### config.mk
export PLATFORM = sky130hd
export DESIGN_NAME = brbf_ctrl
export DESIGN_NICKNAME = d
export VERILOG_FILES = /design/src/hw/rtl/brbf_pkg.sv /design/src/hw/rtl/brbf_ctrl.sv
export SDC_FILE = /design/constraint.sdc
export NUM_CORES = 1
export LEC_CHECK = 0
export BUFFER_PORTS_ARGS = -buffer_cell sky130_fd_sc_hd__clkbuf_2
export CAP_MARGIN = 20
export CORE_MARGIN = 2
export CORE_UTILIZATION = 65
export CTS_CLUSTER_SIZE = 20
export DETAILED_ROUTE_END_ITERATION = 8
export PLACE_DENSITY = 0.86
export SLEW_MARGIN = 20
export SYNTH_ARGS = -nofsm -noshare
export SYNTH_HDL_FRONTEND = slang
export SYNTH_SLANG_ARGS = --single-unit
### constraint.sdc
create_clock -name clock -period 14.58 [get_ports clock]
set_input_delay 2.916 -clock clock [delete_from_list [all_inputs] [get_ports clock]]
set_output_delay 2.916 -clock clock [all_outputs]
set_load 0.05 [all_outputs]
### src/hw/rtl/brbf_pkg.sv
// Shared request codes, field widths and the stage record of the byte ring buffer.
package brbf_pkg;

   localparam int unsigned TYPE_W  = 3;
   localparam int unsigned DATA_W  = 8;
   localparam int unsigned COUNT_W = 11;
   localparam int unsigned LOG_W   = 4;

   // request codes
   localparam logic [TYPE_W-1:0] REQ_WRITE = 3'd0;
   localparam logic [TYPE_W-1:0] REQ_READ  = 3'd1;
   localparam logic [TYPE_W-1:0] REQ_PEEK  = 3'd2;
   localparam logic [TYPE_W-1:0] REQ_DROP  = 3'd3;
   localparam logic [TYPE_W-1:0] REQ_CLEAR = 3'd4;

   localparam logic [LOG_W-1:0] CAP_LOG2_RESET = 4'd10;

   // outcome of one request, carried alongside the memory read
   typedef struct packed {
      logic               accepted;
      logic               has_data;
      logic [COUNT_W-1:0] used_count;
      logic [COUNT_W-1:0] free_count;
      logic               is_empty;
      logic               is_full;
   } meta_type;

endpackage

### src/hw/rtl/brbf_ctrl.sv
// Counters, capacity register and request decode of the byte ring buffer.
module brbf_ctrl
   import brbf_pkg::*;
#(
   parameter int unsigned MAXLOG = 10
) (
   input  logic               clock,
   input  logic               reset,
   input  logic               csr_we,
   input  logic [LOG_W-1:0]   csr_wdata,
   input  logic               accept,
   input  logic [TYPE_W-1:0]  req_type,
   input  logic [COUNT_W-1:0] count,
   output logic               mem_wr_en,
   output logic [MAXLOG-1:0]  mem_wr_addr,
   output logic               mem_rd_en,
   output logic [MAXLOG-1:0]  mem_rd_addr,
   output meta_type           meta
);

   localparam int unsigned CW = MAXLOG + 1;
   localparam int unsigned MW = (CW > COUNT_W) ? CW : COUNT_W;

   function automatic logic [CW-1:0] cap_of(input logic [LOG_W-1:0] log2_val);
      logic [LOG_W-1:0] k;
      k = log2_val;
      if (k < 4'd1) begin
         k = 4'd1;
      end
      if (k > MAXLOG) begin
         k = LOG_W'(MAXLOG);
      end
      return CW'(1) << k;
   endfunction

   logic [CW-1:0] cap_ff, wr_cnt_ff, rd_cnt_ff;
   logic [CW-1:0] wr_cnt_in, rd_cnt_in;
   logic [CW-1:0] amask, used, used_after, free_after, cnt_tr, peek_ptr;
   logic [MW-1:0] used_ext, cnt_ext, used_after_ext, free_after_ext;
   logic          ok;

   always_comb begin
      amask      = cap_ff - CW'(1);
      used       = wr_cnt_ff - rd_cnt_ff;
      used_ext   = MW'(used);
      cnt_ext    = MW'(count);
      cnt_tr     = CW'(cnt_ext);
      peek_ptr   = rd_cnt_ff + cnt_tr;
      wr_cnt_in  = wr_cnt_ff;
      rd_cnt_in  = rd_cnt_ff;
      ok         = 1'b0;
      mem_wr_en  = 1'b0;
      mem_rd_en  = 1'b0;
      mem_wr_addr = wr_cnt_ff[MAXLOG-1:0] & amask[MAXLOG-1:0];
      mem_rd_addr = rd_cnt_ff[MAXLOG-1:0] & amask[MAXLOG-1:0];
      case (req_type)
         REQ_WRITE: begin
            ok        = used < cap_ff;
            mem_wr_en = accept && ok;
            wr_cnt_in = wr_cnt_ff + CW'(1);
         end
         REQ_READ: begin
            ok        = used != '0;
            mem_rd_en = accept && ok;
            rd_cnt_in = rd_cnt_ff + CW'(1);
         end
         REQ_PEEK: begin
            ok          = cnt_ext < used_ext;
            mem_rd_en   = accept && ok;
            mem_rd_addr = peek_ptr[MAXLOG-1:0] & amask[MAXLOG-1:0];
         end
         REQ_DROP: begin
            ok        = cnt_ext <= used_ext;
            rd_cnt_in = rd_cnt_ff + cnt_tr;
         end
         REQ_CLEAR: begin
            ok        = 1'b1;
            wr_cnt_in = '0;
            rd_cnt_in = '0;
         end
         default: begin
            ok = 1'b0;
         end
      endcase
      // a refused request leaves the counters alone
      if (!ok) begin
         wr_cnt_in = wr_cnt_ff;
         rd_cnt_in = rd_cnt_ff;
      end
      used_after     = wr_cnt_in - rd_cnt_in;
      free_after     = cap_ff - used_after;
      used_after_ext = MW'(used_after);
      free_after_ext = MW'(free_after);
      meta.accepted   = ok;
      meta.has_data   = ok && ((req_type == REQ_READ) || (req_type == REQ_PEEK));
      meta.used_count = used_after_ext[COUNT_W-1:0];
      meta.free_count = free_after_ext[COUNT_W-1:0];
      meta.is_empty   = used_after == '0;
      meta.is_full    = used_after == cap_ff;
   end

   always_ff @(posedge clock) begin
      if (reset) begin
         cap_ff    <= cap_of(CAP_LOG2_RESET);
         wr_cnt_ff <= '0;
         rd_cnt_ff <= '0;
      end else if (csr_we) begin
         cap_ff    <= cap_of(csr_wdata);
         wr_cnt_ff <= '0;
         rd_cnt_ff <= '0;
      end else if (accept) begin
         wr_cnt_ff <= wr_cnt_in;
         rd_cnt_ff <= rd_cnt_in;
      end
   end

endmodule

Word level (Yosys, flattened, before mapping)
Index checks and enable logic that the tools add are counted.
- output and inout port bits: 48
- flip-flop bits (word level): 33
- input bits: 22
- logic and storage cells: 47
- muxes and demuxes: 14
- order comparisons: 5
- eq/ne operators: 5
- $add $sub $neg: 7
- shift operators: 1
- bitwise gates (word level): 3
- reductions and logical operators: 9
- operators with widths (kind ; number):
    $pmux 11 s3 ; 1
    $sub 11x11->11 ; 3
    $and 10x10->10 ; 3
    $mux 4 ; 6
    $add 11x1->11 const B ; 2
    $lt 11x11->1 ; 2
    $mux 11 ; 2
    $pmux 11 s2 ; 1
    $add 11x11->11 ; 1
    $eq 11x11->1 ; 1
    $le 11x11->1 ; 1
    $logic_not 11->1 ; 1
    $reduce_bool 11->1 ; 1
    $shl 1x4->11 const A ; 1
    $mux 10 ; 1
    $sub 10x1->10 const B ; 1
    $eq 3x2->1 const B ; 2
    $pmux 1 s5 ; 1
    $gt 4x4->1 const B ; 1
    $logic_and 1x1->1 ; 4
    $lt 4x1->1 const B ; 1
    $eq 3x1->1 const B ; 1
    $eq 3x3->1 const B ; 1
    $logic_not 3->1 ; 1
    4 further kinds ; 4

Depth between registers and ports, before layout
Gate-level depths: netlist of the first run.
- word-level depth: 9
- mapped depth: 40

Worst setup path after synthesis of the first run
OpenSTA, ideal clock, no wires.
- kind: input to output
- start point: input port count[7]
- end point: output port meta[12] (netlist name)
- arrival: 9399 ps
- buffers on the path: 2
- slack: 2265 ps
- stages on the path: 30
- cells stage by stage: ha_1 nand3_1 a211oi_1 o32ai_1 nor3b_1 o31ai_1 maj3_1 a31o_2 buf_2 o21ai_4 buf_6 a211oi_1 a21o_1 ha_1 fa_1 nor2b_1 o2111ai_1 nand3b_1 xor2_1 inv_1 ha_1 nand4_1 nor2_1 nor2_1 nand2_1 inv_1 maj3_1 maj3_1 xnor2_1 xnor3_1
- RTL lines (element ; line ; source):
    start, declared ; brbf_ctrl.sv:13 ; input logic [COUNT_W-1:0] count,
    end, declared ; brbf_ctrl.sv:18 ; output meta_type meta

==> results of run 1 <==
==> worst max-delay path, delay by kind of cell <==
family / cells / cell delay [ns]
xor gates and xnor gates: 3 / 0.61
adders and majority gates: 7 / 2.41
and+or+nand+nor: 8 / 1.07
buffers and inverters: 4 / 0.47
AOI/OAI and AO/OA: 8 / 2.03
==> power by group through the flow <==
stage          Combinational (W)  Sequential, W  Clock (W)
4_1_cts                 0.000261      0.0000936  0.0000707
5_1_grt                 0.000282      0.0000938  0.0000751
2_1_floorplan           0.000206      0.0000946          0
3_5_place_dp            0.000259      0.0000957          0
6_report                0.000264      0.0000937  0.0000710
3_3_place_gp            0.000255      0.0000956          0
==> flip-flops by register name (all words and copies together), names as in the netlist <==
name and count:
cap_ff 11, wr_cnt_ff 11, rd_cnt_ff 11
==> routing by layer <==
metal	up-vias	part of all wire, %	wire length, µm
met5	-	0	0
met4	0	6.0	1050
met3	101	10	1750
met2	366	45	7740
met1	2726	39	6750
li1	2761	-	-
==> how the worst max path moves through the flow <==
stage	end	slack [ns]
global route	meta[12]	1.80
CTS	meta[12]	2.27
global placement	meta[12]	2.60
detailed placement	meta[12]	2.29
finish	meta[12]	2.14
floorplan	meta[12]	2.26
==> kinds of logic after synthesis <==
group           share of synthesized area, %
simple gates                            24.9
flops                                   12.7
buf+inv                                 7.28
mux                                     1.49
fa+ha+maj                               16.7
compound gates                          28.8
xor+xnor                                8.15
==> cells in the final DEF (no fill, tap or decap), types with 5 or more instances in the layout <==
| cell | instances |
|---|---|
| o31ai_1 | 10 |
| inv_1 | 64 |
| ha_1 | 60 |
| a22oi_1 | 9 |
| a21o_1 | 7 |
| nor2_1 | 67 |
| dfxtp_1 | 33 |
| or3_1 | 8 |
| o211ai_1 | 7 |
| nor2b_1 | 14 |
| xor2_1 | 11 |
| a31oi_1 | 9 |
| o22ai_1 | 6 |
| nor3_1 | 27 |
| nand2b_1 | 7 |
| o21ai_0 | 37 |
| or2_2 | 5 |
| nand3_1 | 23 |
| o21a_1 | 6 |
| xnor2_1 | 33 |
| a211oi_1 | 16 |
| nand4_1 | 8 |
| clkbuf_8 | 5 |
| or4_1 | 6 |
| a21boi_0 | 5 |
| and2_1 | 11 |
| a21oi_1 | 67 |
| nand2_1 | 57 |
| and3_1 | 11 |
| o22a_1 | 6 |
| clkbuf_2 | 69 |
==> metrics by stage <==
stage,setup slack (ns),total power (W),util [%],instance area [µm²]
after floorplan,2.26,0.000301,-,5200
after global placement,2.60,0.000351,71.9,5550
after detailed placement,2.29,0.000355,71.9,5550
after CTS,2.27,0.000425,73.0,5640
after global routing,1.80,0.000450,73.0,5640
final,2.14,0.000429,73.0,5640
==> area by class of cell <==
class / instances / area (µm²)
clock inverter: 1 / 7.51
multi-input combinational: 606 / 4170
timing repair buffer: 70 / 353
tap: 102 / 128
fill: 647 / 2090
clock buffer: 7 / 76.3
inverter: 66 / 248
sequential: 33 / 661
==> summary.txt, run 1 <==
Status
  – Status: finished with violations
  – Failing checks: DRC

Floorplanning
  – Die Ht: 93.5 µm
  – Die width: 93.5 µm
  – Core Box Area: ~7700 µm²
  – FP Rows: 32
  – Die Area: 8740 µm²
  – Initial core utilization: 67.4%
  – Io pins: 70

Worst setup path
  – Setup crit end kind: output pin
  – CP startpoint: count[7]
  – Crit path kind: input port to output pin
  – Crit path DAT: between 9 and 10 ns
  – RR Startpoint: rd_cnt_ff[4]$_SDFFE_PP0P_
  – Max stage delay on crit path: 0.44 ns
  – CP max-delay cell: o21ai_4
  – Crit path required time: 11.66 ns
  – Worst Path Max Fanout: 15
  – Internal reg-to-reg setup slack: 9.11 ns
  – CP Launch Type: input port
  – R2R Path End: rd_cnt_ff[9]$_SDFFE_PP0P_
  – Number of cells on the worst reg-to-reg path: 17

Routing
  – Vias per cell: between 6 and 7
  – Final antenna-violating net count: 0
  – Total Wirelength: 17300 µm
  – DR DRC count: 1
  – 1st-pass router iterations: 8
  – DR vias: 5954
  – Routed length per instance: 19.5 µm
  – Initial DRC Count: 548

Clock network
  – H-tree levels: 2
  – Post-CTS sizing: 0
  – Worst-path clk slew: around 0.070 ns
  – CTS Buf Count: 5
  – Root Buffer: clkbuf_8
  – Max Root-Sink Buffers: 2
  – Sink Count: 33
  – CTS tree: done
  – Insertion delay to the later sink of the worst-skew pair: 0.30 ns
  – Hold-fix buffers, CTS: 0
  – Setup Buffers After CTS: 0

STA
  – Hold Vio Cnt, Final: 0
  – Worst Tran Pin Value: between 1 and 1.5 ns
  – Crit share post-route: approximately 85%
  – Slew Limit Fails: 0
  – Final worst path period need: 12.44 ns
  – Final setup violation count: 0
  – Final setup TNS: 0 ns
  – Max Clk Rate: 0.0804 GHz
  – Slew headroom: 32.4%
  – RSZ-0062 raised after global routing: no
  – Worst hold margin: 0.472 ns
  – Setup Skew: 0.0111 ns

Synthesis
  – Area share of the largest cell type after synthesis: 14.4%
  – Post-synth ARST share: 0%
  – Synth Net Count: slightly above 800
  – Mean Syn Cell Area: 7.11 µm²
  – Top FF cell, synth: dfxtp_1
  – Post-synthesis register bit count: 33
  – Synth cell count leaders: 67 x a21oi_1, 67 x nor2_1, 64 x inv_1
  – Fraction of the yosys area taken by sequential cells: 12.7%
  – Synth warn: 0
  – Mapped Area: 5200 µm²
  – Number of enable flip-flop cells after synthesis: 0
  – Netlist cell types: 75
  – Top cells by area, synth: ha_1 14%, dfxtp_1 13%, a21oi_1 6.4%
  – Gate Count Post-Synth: roughly 730
  – Yosys top cell by area: ha_1

GRT
  – All-Layer GR Usage: 40.4%
  – M2 GR Usage: 66.5%
  – Gr ovfl total: 0
  – Largest net degree at the start of global routing: 32
  – Initial antenna violation count: 0
  – Met1 Track Usage GR: 49.2%
  – Vias in the first global route: between 5000 and 6000
  – First-pass GRT wire length: 27800 µm
  – Grt met3 use: 9.19%
  – Busiest layer in global routing: met2

Power and ir drop
  – Power Dens Cells: 76.0 nW/µm²
  – Pleak: 2.50 nW
  – Sw Ratio: 52.9%
  – Internal cell power: 0.000202 W
  – Switching Power: 0.000227 W
  – Clk pwr share: 16.6%
  – Flop pwr share: 21.9%
  – Logic pwr share: 61.6%
  – Worst IR Drop VDD: 0.000137 V

Placement
  – GP Congestion: 0.967
  – Number of port buffers: 69
  – Post-DP HPWL: about 14000 µm
  – Cell count after placement: 877

Flow run
  – # Max-Cap Violations: 0

Final layout
  – Share of cells above drive strength 1: about an eighth
  – Non-filler instance count after layout: between 800 and 900
  – Final Net Count: 868
  – Ant. Diodes: 0
  – Area Growth Syn to Fin: 8.32%

Hold path
  – Worst Hold Path EP: cap_ff[8]$_SDFFE_PP0P_
  – Hold depth: 2
  – Worst hold path type: flip-flop to flip-flop
  – Hold Startpoint: cap_ff[8]$_SDFFE_PP0P_
Note: power is estimated with default switching activity, not from simulation.
==> inputs of run 2 (changes only) <==
--- a/config.mk
+++ b/config.mk
@@ -9,9 +9,10 @@
 export CAP_MARGIN = 20
 export CORE_MARGIN = 2
 export CORE_UTILIZATION = 65
-export CTS_CLUSTER_SIZE = 20
+export CTS_CLUSTER_SIZE = 28
 export DETAILED_ROUTE_END_ITERATION = 8
 export PLACE_DENSITY = 0.86
+export REMOVE_ABC_BUFFERS = 1
 export SLEW_MARGIN = 20
 export SYNTH_ARGS = -nofsm -noshare
 export SYNTH_HDL_FRONTEND = slang
==> summary.txt, run 2 (same netlist as run 1, synthesis figures left out) <==
GRT
  – First-pass GRT wire length: 28100 µm (+0.79%)
  – All-Layer GR Usage: 41.3% (+0.91 points)
  – Largest net degree at the start of global routing: 32 (unchanged)
  – Vias in the first global route: 5605 (+0.79%)
  – Initial antenna violation count: 0 (unchanged)
  – Gr ovfl total: 0 (unchanged)

Final layout
  – Commonest non-fill, non-tap cell in the layout: clkbuf_2
  – Final Net Count: 868 (unchanged)
  – Ant. Diodes: 0 (unchanged)
  – Biggest regs: cap_ff: 11 flops, rd_cnt_ff: 11 flops, wr_cnt_ff: 11 flops
  – Share of cells above drive strength 1: 13.3% (+0.26 points)
  – Storage element area: 661 µm² (unchanged)
  – Non-filler instance count after layout: 885 (unchanged)
  – Multi-input logic area: 4170 µm² (+0.12%)
  – Commonest cells after routing, fill and taps aside: 69 x clkbuf_2, 67 x a21oi_1, 67 x nor2_1
  – Fill cells: 673 (+4.0%)
  – Area Growth Syn to Fin: 9.04%

Clock network
  – Post-CTS sizing: 0 (unchanged)
  – Worst-path clk slew: 0.07 ns (about the same)
  – Sink Count: 33 (unchanged)
  – CTS tree: done
  – Setup Buffers After CTS: 0 (unchanged)
  – CTS Buf Count: 5 (unchanged)
  – Insertion delay to the later sink of the worst-skew pair: 0.31 ns (about the same)
  – Root Buffer: clkbuf_8
  – H-tree levels: 2 (unchanged)
  – Max Root-Sink Buffers: 2 (unchanged)
  – Hold-fix buffers, CTS: 0 (unchanged)

Routing
  – Routed length per instance: 20.2 µm (+3.3%)
  – Total Wirelength: 17800 µm (+3.3%)
  – Vias per cell: 6.71 (-0.32%)
  – Final antenna-violating net count: 0 (unchanged)
  – DR vias: 5935 (-0.32%)
  – DR DRC count: 0 (-1)
  – Initial DRC Count: 554 (+1.1%)
  – 1st-pass router iterations: 5 (-3)

Power and ir drop
  – Tot Pwr: 0.000456 W (+6.5%)
  – Power Dens Cells: 80.4 nW/µm² (+5.8%)
  – Pleak: 2.52 nW (+0.84%)
  – Worst IR Drop VDD: 0.000152 V (+11%)

Worst setup path
  – CP max-delay cell: fa_1
  – Most repeated library cell on the critical path: ha_1
  – Crit path required time: 11.66 ns (about the same)
  – Max stage delay on crit path: 0.40 ns (-0.04 ns)
  – Crit path DAT: 9.39 ns (-0.14 ns)
  – Setup crit end kind: output pin
  – CP Launch Type: input port
  – Worst Path Max Fanout: 15 (unchanged)
  – Largest delay contributor family on the critical path: adder cells
  – Worst path bufs/invs: 5 (+1)
  – Crit path kind: input port to output pin

Hold path
  – Worst hold path type: flip-flop to flip-flop

STA
  – Final WS setup: 2.28 ns (+0.140 ns)
  – Worst Tran Pin Value: 0.892 ns (-0.114 ns)
  – Final worst path period need: 12.30 ns (-0.140 ns)
  – Slew Limit Fails: 0 (unchanged)
  – Slew headroom: 40.3% (+7.9 points)
  – Max Clk Rate: 0.0813 GHz (+1.1%)
  – Final setup TNS: 0 ns (unchanged)
  – Final setup violation count: 0 (unchanged)
  – RSZ-0062 raised after global routing: no
  – Setup Skew: 0.0122 ns (+0.00104 ns)
  – Hold Vio Cnt, Final: 0 (unchanged)
  – Crit share post-route: 84.4% (-0.96 points)

Floorplanning
  – Io pins: 70 (unchanged)
  – Core Box Area: 7730 µm² (unchanged)
  – Die Area: 8740 µm² (unchanged)
  – Initial core utilization: 67.4% (unchanged)
  – Die width: 93.5 µm (unchanged)
  – FP Rows: 32 (unchanged)
  – Die Ht: 93.5 µm (unchanged)

Flow run
  – # Max-Cap Violations: 0 (unchanged)

Placement
  – Post-DP HPWL: 14000 µm (+0.46%)
  – Cell count after placement: 877 (unchanged)
  – GP Congestion: 1.05 (+9.0%)
  – Number of port buffers: 69 (unchanged)
  – Pre-CTS setup slack: 2.39 ns (+0.0990 ns)

Status
  – Status: finished clean
## run 2: cell types whose count changed in the layout (fill, tap and decap cells not counted), sizes merged
cell / change
bufinv: +1
clkinvlp: -1
## run 2: worst min-delay path, cell delays in order (launching register included)
cell and delay, ns:
dfxtp_1 0.34, nand2_1 0.07, a21oi_1 0.06
## run 2: worst paths after layout
check,start,to,slack (ns),cells after the start
worst max register to register,wr_cnt_ff[0]$_SDFFE_PP0P_,wr_cnt_ff[6]$_SDFFE_PP0P_,9.21,19
worst min register to register,cap_ff[9]$_SDFFE_PP0P_,cap_ff[9]$_SDFFE_PP0P_,0.51,2
worst max-delay path,count[7],meta[12],2.28,31
worst min-delay path,cap_ff[9]$_SDFFE_PP0P_,cap_ff[9]$_SDFFE_PP0P_,0.51,2
## run 2: area by class of cell
class                   count  share of cell area [%]
repair buffers             70                    6.22
inverters                  66                    4.37
clock buffers               7                    1.52
multi-input cells         606                    73.5
clock inverters             1                   0.529
flip-flops and latches     33                    11.6
well taps                 102                    2.25
## run 2: report_power, final
group	internal, W	total, W	switching, W
clock network	0.0000559	0.0000966	0.0000408
logic	0.0000769	0.000266	0.000189
registers	0.0000913	0.0000937	0.00000245
## run 2: metrics by stage
step                cell area [µm²]  hold WS [ns]  utilization, %
floorplan                      5070         0.443               -
global placement               5550         0.457            71.9
detailed placement             5550         0.502            71.9
CTS                            5670         0.513            73.4
global route                   5680         0.544            73.4
finish                         5680         0.510            73.4
## run 2: layer usage
metal	part of all wire [%]	vias to the layer above	routed length, µm	GRT usage, %
li1	-	2765	-	-
met1	39	2707	6920	48.7
met2	45	367	7960	68.5
met3	10	96	1790	8.62
met4	6.6	0	1180	25.2
met5	0	-	0	0
==> inputs of run 3 (changes only) <==
--- a/config.mk
+++ b/config.mk
@@ -8,10 +8,10 @@
 export BUFFER_PORTS_ARGS = -buffer_cell sky130_fd_sc_hd__clkbuf_2
 export CAP_MARGIN = 20
 export CORE_MARGIN = 2
-export CORE_UTILIZATION = 65
+export CORE_UTILIZATION = 60
 export CTS_CLUSTER_SIZE = 28
 export DETAILED_ROUTE_END_ITERATION = 8
-export PLACE_DENSITY = 0.86
+export PLACE_DENSITY = 0.8
 export REMOVE_ABC_BUFFERS = 1
 export SLEW_MARGIN = 20
 export SYNTH_ARGS = -nofsm -noshare
==> constraint.sdc (replaced) <==
create_clock -name clock -period 11.35 [get_ports clock]
set_input_delay 2.27 -clock clock [delete_from_list [all_inputs] [get_ports clock]]
set_output_delay 2.27 -clock clock [all_outputs]
set_load 0.05 [all_outputs]
==> summary.txt, run 3 (same netlist as run 1, synthesis figures left out) <==
Status
  – Status: finished clean

STA
  – Final WS setup: 0.411 ns (-1.87 ns)
  – Slew Limit Fails: 0 (unchanged)
  – Slew headroom: 39.4% (-0.89 points)
  – Crit share post-route: 96.4%
  – Setup Skew: 0.0147 ns (+0.00256 ns)
  – Hold Vio Cnt, Final: 0 (unchanged)
  – RSZ-0062 raised after global routing: no
  – Final setup violation count: 0 (unchanged)
  – Final worst path period need: 10.94 ns
  – Final setup TNS: 0 ns (unchanged)
  – Worst Tran Pin Value: 0.905 ns (+0.0133 ns)
  – Max Clk Rate: 0.0914 GHz

Power and ir drop
  – Worst IR Drop VDD: 0.000178 V (+18%)
  – Power Dens Cells: 96.7 nW/µm² (+20%)
  – Sw Ratio: 53.3% (+2.4 points)
  – Pleak: 2.57 nW (+1.9%)
  – Clk pwr share: 16.7% (-4.5 points)
  – Flop pwr share: 21.4% (+0.9 points)
  – Switching Power: 0.000299 W (+29%)
  – Internal cell power: 0.000262 W (+17%)
  – Logic pwr share: 61.9% (+3.6 points)

GRT
  – All-Layer GR Usage: 36.5% (-4.8 points)
  – Vias in the first global route: 5435 (-3.0%)
  – Initial antenna violation count: 0 (unchanged)
  – First-pass GRT wire length: 27900 µm (-0.66%)
  – Largest net degree at the start of global routing: 32 (unchanged)
  – Gr ovfl total: 0 (unchanged)

Worst setup path
  – Crit path required time: 9.08 ns (-2.58 ns)
  – CP Launch Type: flip-flop
  – Worst Path Max Fanout: 12 (-3)
  – Max stage delay on crit path: 0.50 ns (+0.10 ns)
  – Crit path kind: flip-flop to output pin
  – Setup crit end kind: output pin
  – CP max-delay cell: dfxtp_1
  – Crit path DAT: 8.67 ns (-0.72 ns)

Routing
  – DR DRC count: 0 (unchanged)
  – Initial DRC Count: 535 (-3.4%)
  – 1st-pass router iterations: 5 (unchanged)
  – Total Wirelength: 17800 µm (-0.17%)
  – Vias per cell: 6.58 (-1.9%)
  – Final antenna-violating net count: 0 (unchanged)
  – Routed length per instance: 19.8 µm (-1.6%)
  – DR vias: 5906 (-0.49%)

Flow run
  – # Max-Cap Violations: 0 (unchanged)

Clock network
  – Max Root-Sink Buffers: 2 (unchanged)
  – Root Buffer: clkbuf_8
  – Insertion delay to the later sink of the worst-skew pair: 0.30 ns (about the same)
  – Worst-path clk slew: 0.09 ns (+0.02 ns)
  – CTS tree: done
  – Sink Count: 33 (unchanged)
  – Hold-fix buffers, CTS: 0 (unchanged)
  – CTS Buf Count: 5 (unchanged)
  – H-tree levels: 2 (unchanged)

Placement
  – DP Area: 5600 µm² (+0.88%)
  – GP Congestion: 0.981 (-6.9%)
  – Post-DP HPWL: 14100 µm (+0.61%)
  – Pre-CTS setup slack: 0.467 ns (-1.92 ns)
  – Number of port buffers: 69 (unchanged)

Floorplanning
  – Core Box Area: 8300 µm² (+7.4%)
  – FP Rows: 33 (+3.1%)
  – Die Ht: 97.1 µm (+3.9%)
  – Io pins: 70 (unchanged)
  – Die Area: 9440 µm² (+8.0%)
  – Initial core utilization: 62.7% (-4.6 points)
  – Die width: 97.1 µm (+3.9%)

Final layout
  – Area Growth Syn to Fin: 11.4%
  – Commonest cells after routing, fill and taps aside: 70 x clkbuf_2, 67 x a21oi_1, 67 x nor2_1
  – Share of cells above drive strength 1: 15.6% (+2.4 points)
  – Layout Cell Area excl Fill: 5800 µm² (+2.1%)
  – Post-layout util: 69.8% (-3.6 points)
  – Commonest non-fill, non-tap cell in the layout: clkbuf_2
  – Final Net Count: 878 (+1.2%)
  – Ant. Diodes: 0 (unchanged)
  – Biggest regs: cap_ff: 11 flops, rd_cnt_ff: 11 flops, wr_cnt_ff: 11 flops

Hold path
  – Worst hold path type: flip-flop to flip-flop
==> run 3: cell count changes in the layout (fill, tap and decap cells not counted), sizes merged <==
cell      before  now
clkinv         1    3
bufinv         1    0
buf            1   10
clkinvlp       0    1
clkbuf        76   75
==> run 3: per-layer routing <==
metal,vias to the layer above,GRT usage (%),wire (µm)
met1,2726,47.5,7330
li1,2788,-,-
met5,-,0,0
met4,0,14.2,752
met2,341,61.8,8160
met3,51,4.17,1570
==> run 3: critical path: cells and delay by family (launching register included) <==
family | cells | cell delay (ns)
flops | 1 | 0.50
compound gates | 10 | 2.25
fa+ha+maj | 7 | 2.39
buf+inv | 5 | 0.69
simple gates | 9 | 1.62
xor+xnor | 4 | 0.91
==> run 3: final timing paths <==
kind,slack (ns),cells after the start,from,to
setup reg to reg,6.13,17,rd_cnt_ff[4]$_SDFFE_PP0P_,wr_cnt_ff[6]$_SDFFE_PP0P_
hold / removal,0.48,2,cap_ff[8]$_SDFFE_PP0P_,cap_ff[8]$_SDFFE_PP0P_
hold reg to reg,0.48,2,cap_ff[8]$_SDFFE_PP0P_,cap_ff[8]$_SDFFE_PP0P_
setup / recovery,0.41,35,rd_cnt_ff[4]$_SDFFE_PP0P_,meta[12]
==> run 3: per-stage QoR <==
step	std cells	hold WS, ns	power [W]
after floorplan	705	0.443	0.000379
after global placement	886	0.462	0.000453
after detailed placement	886	0.468	0.000458
after CTS	894	0.481	0.000550
after global routing	898	0.511	0.000589
final	898	0.479	0.000561
==> run 3: final cells by class <==
type,instances,area [µm²]
Multi-Input combinational cell,606,4250
Fill cell,730,2500
Sequential cell,33,661
Timing Repair Buffer,80,425
Inverter,66,248
Tap cell,105,131
Clock buffer,5,68.8
Clock inverter,3,17.5
==> run 3: repair_timing <==
action                     4_1_cts  5_1_grt
gates resized for setup          0       11
setup endpoints to repair        0        2
setup buffers                    0        4
==> run 3: power by group through the flow <==
stage / registers [W] / logic, W / clock network, W
6_report: 0.000120 / 0.000347 / 0.0000934
5_1_grt: 0.000120 / 0.000370 / 0.0000987
4_1_cts: 0.000120 / 0.000337 / 0.0000936
3_5_place_dp: 0.000123 / 0.000335 / 0
3_3_place_gp: 0.000123 / 0.000330 / 0
2_1_floorplan: 0.000122 / 0.000258 / 0
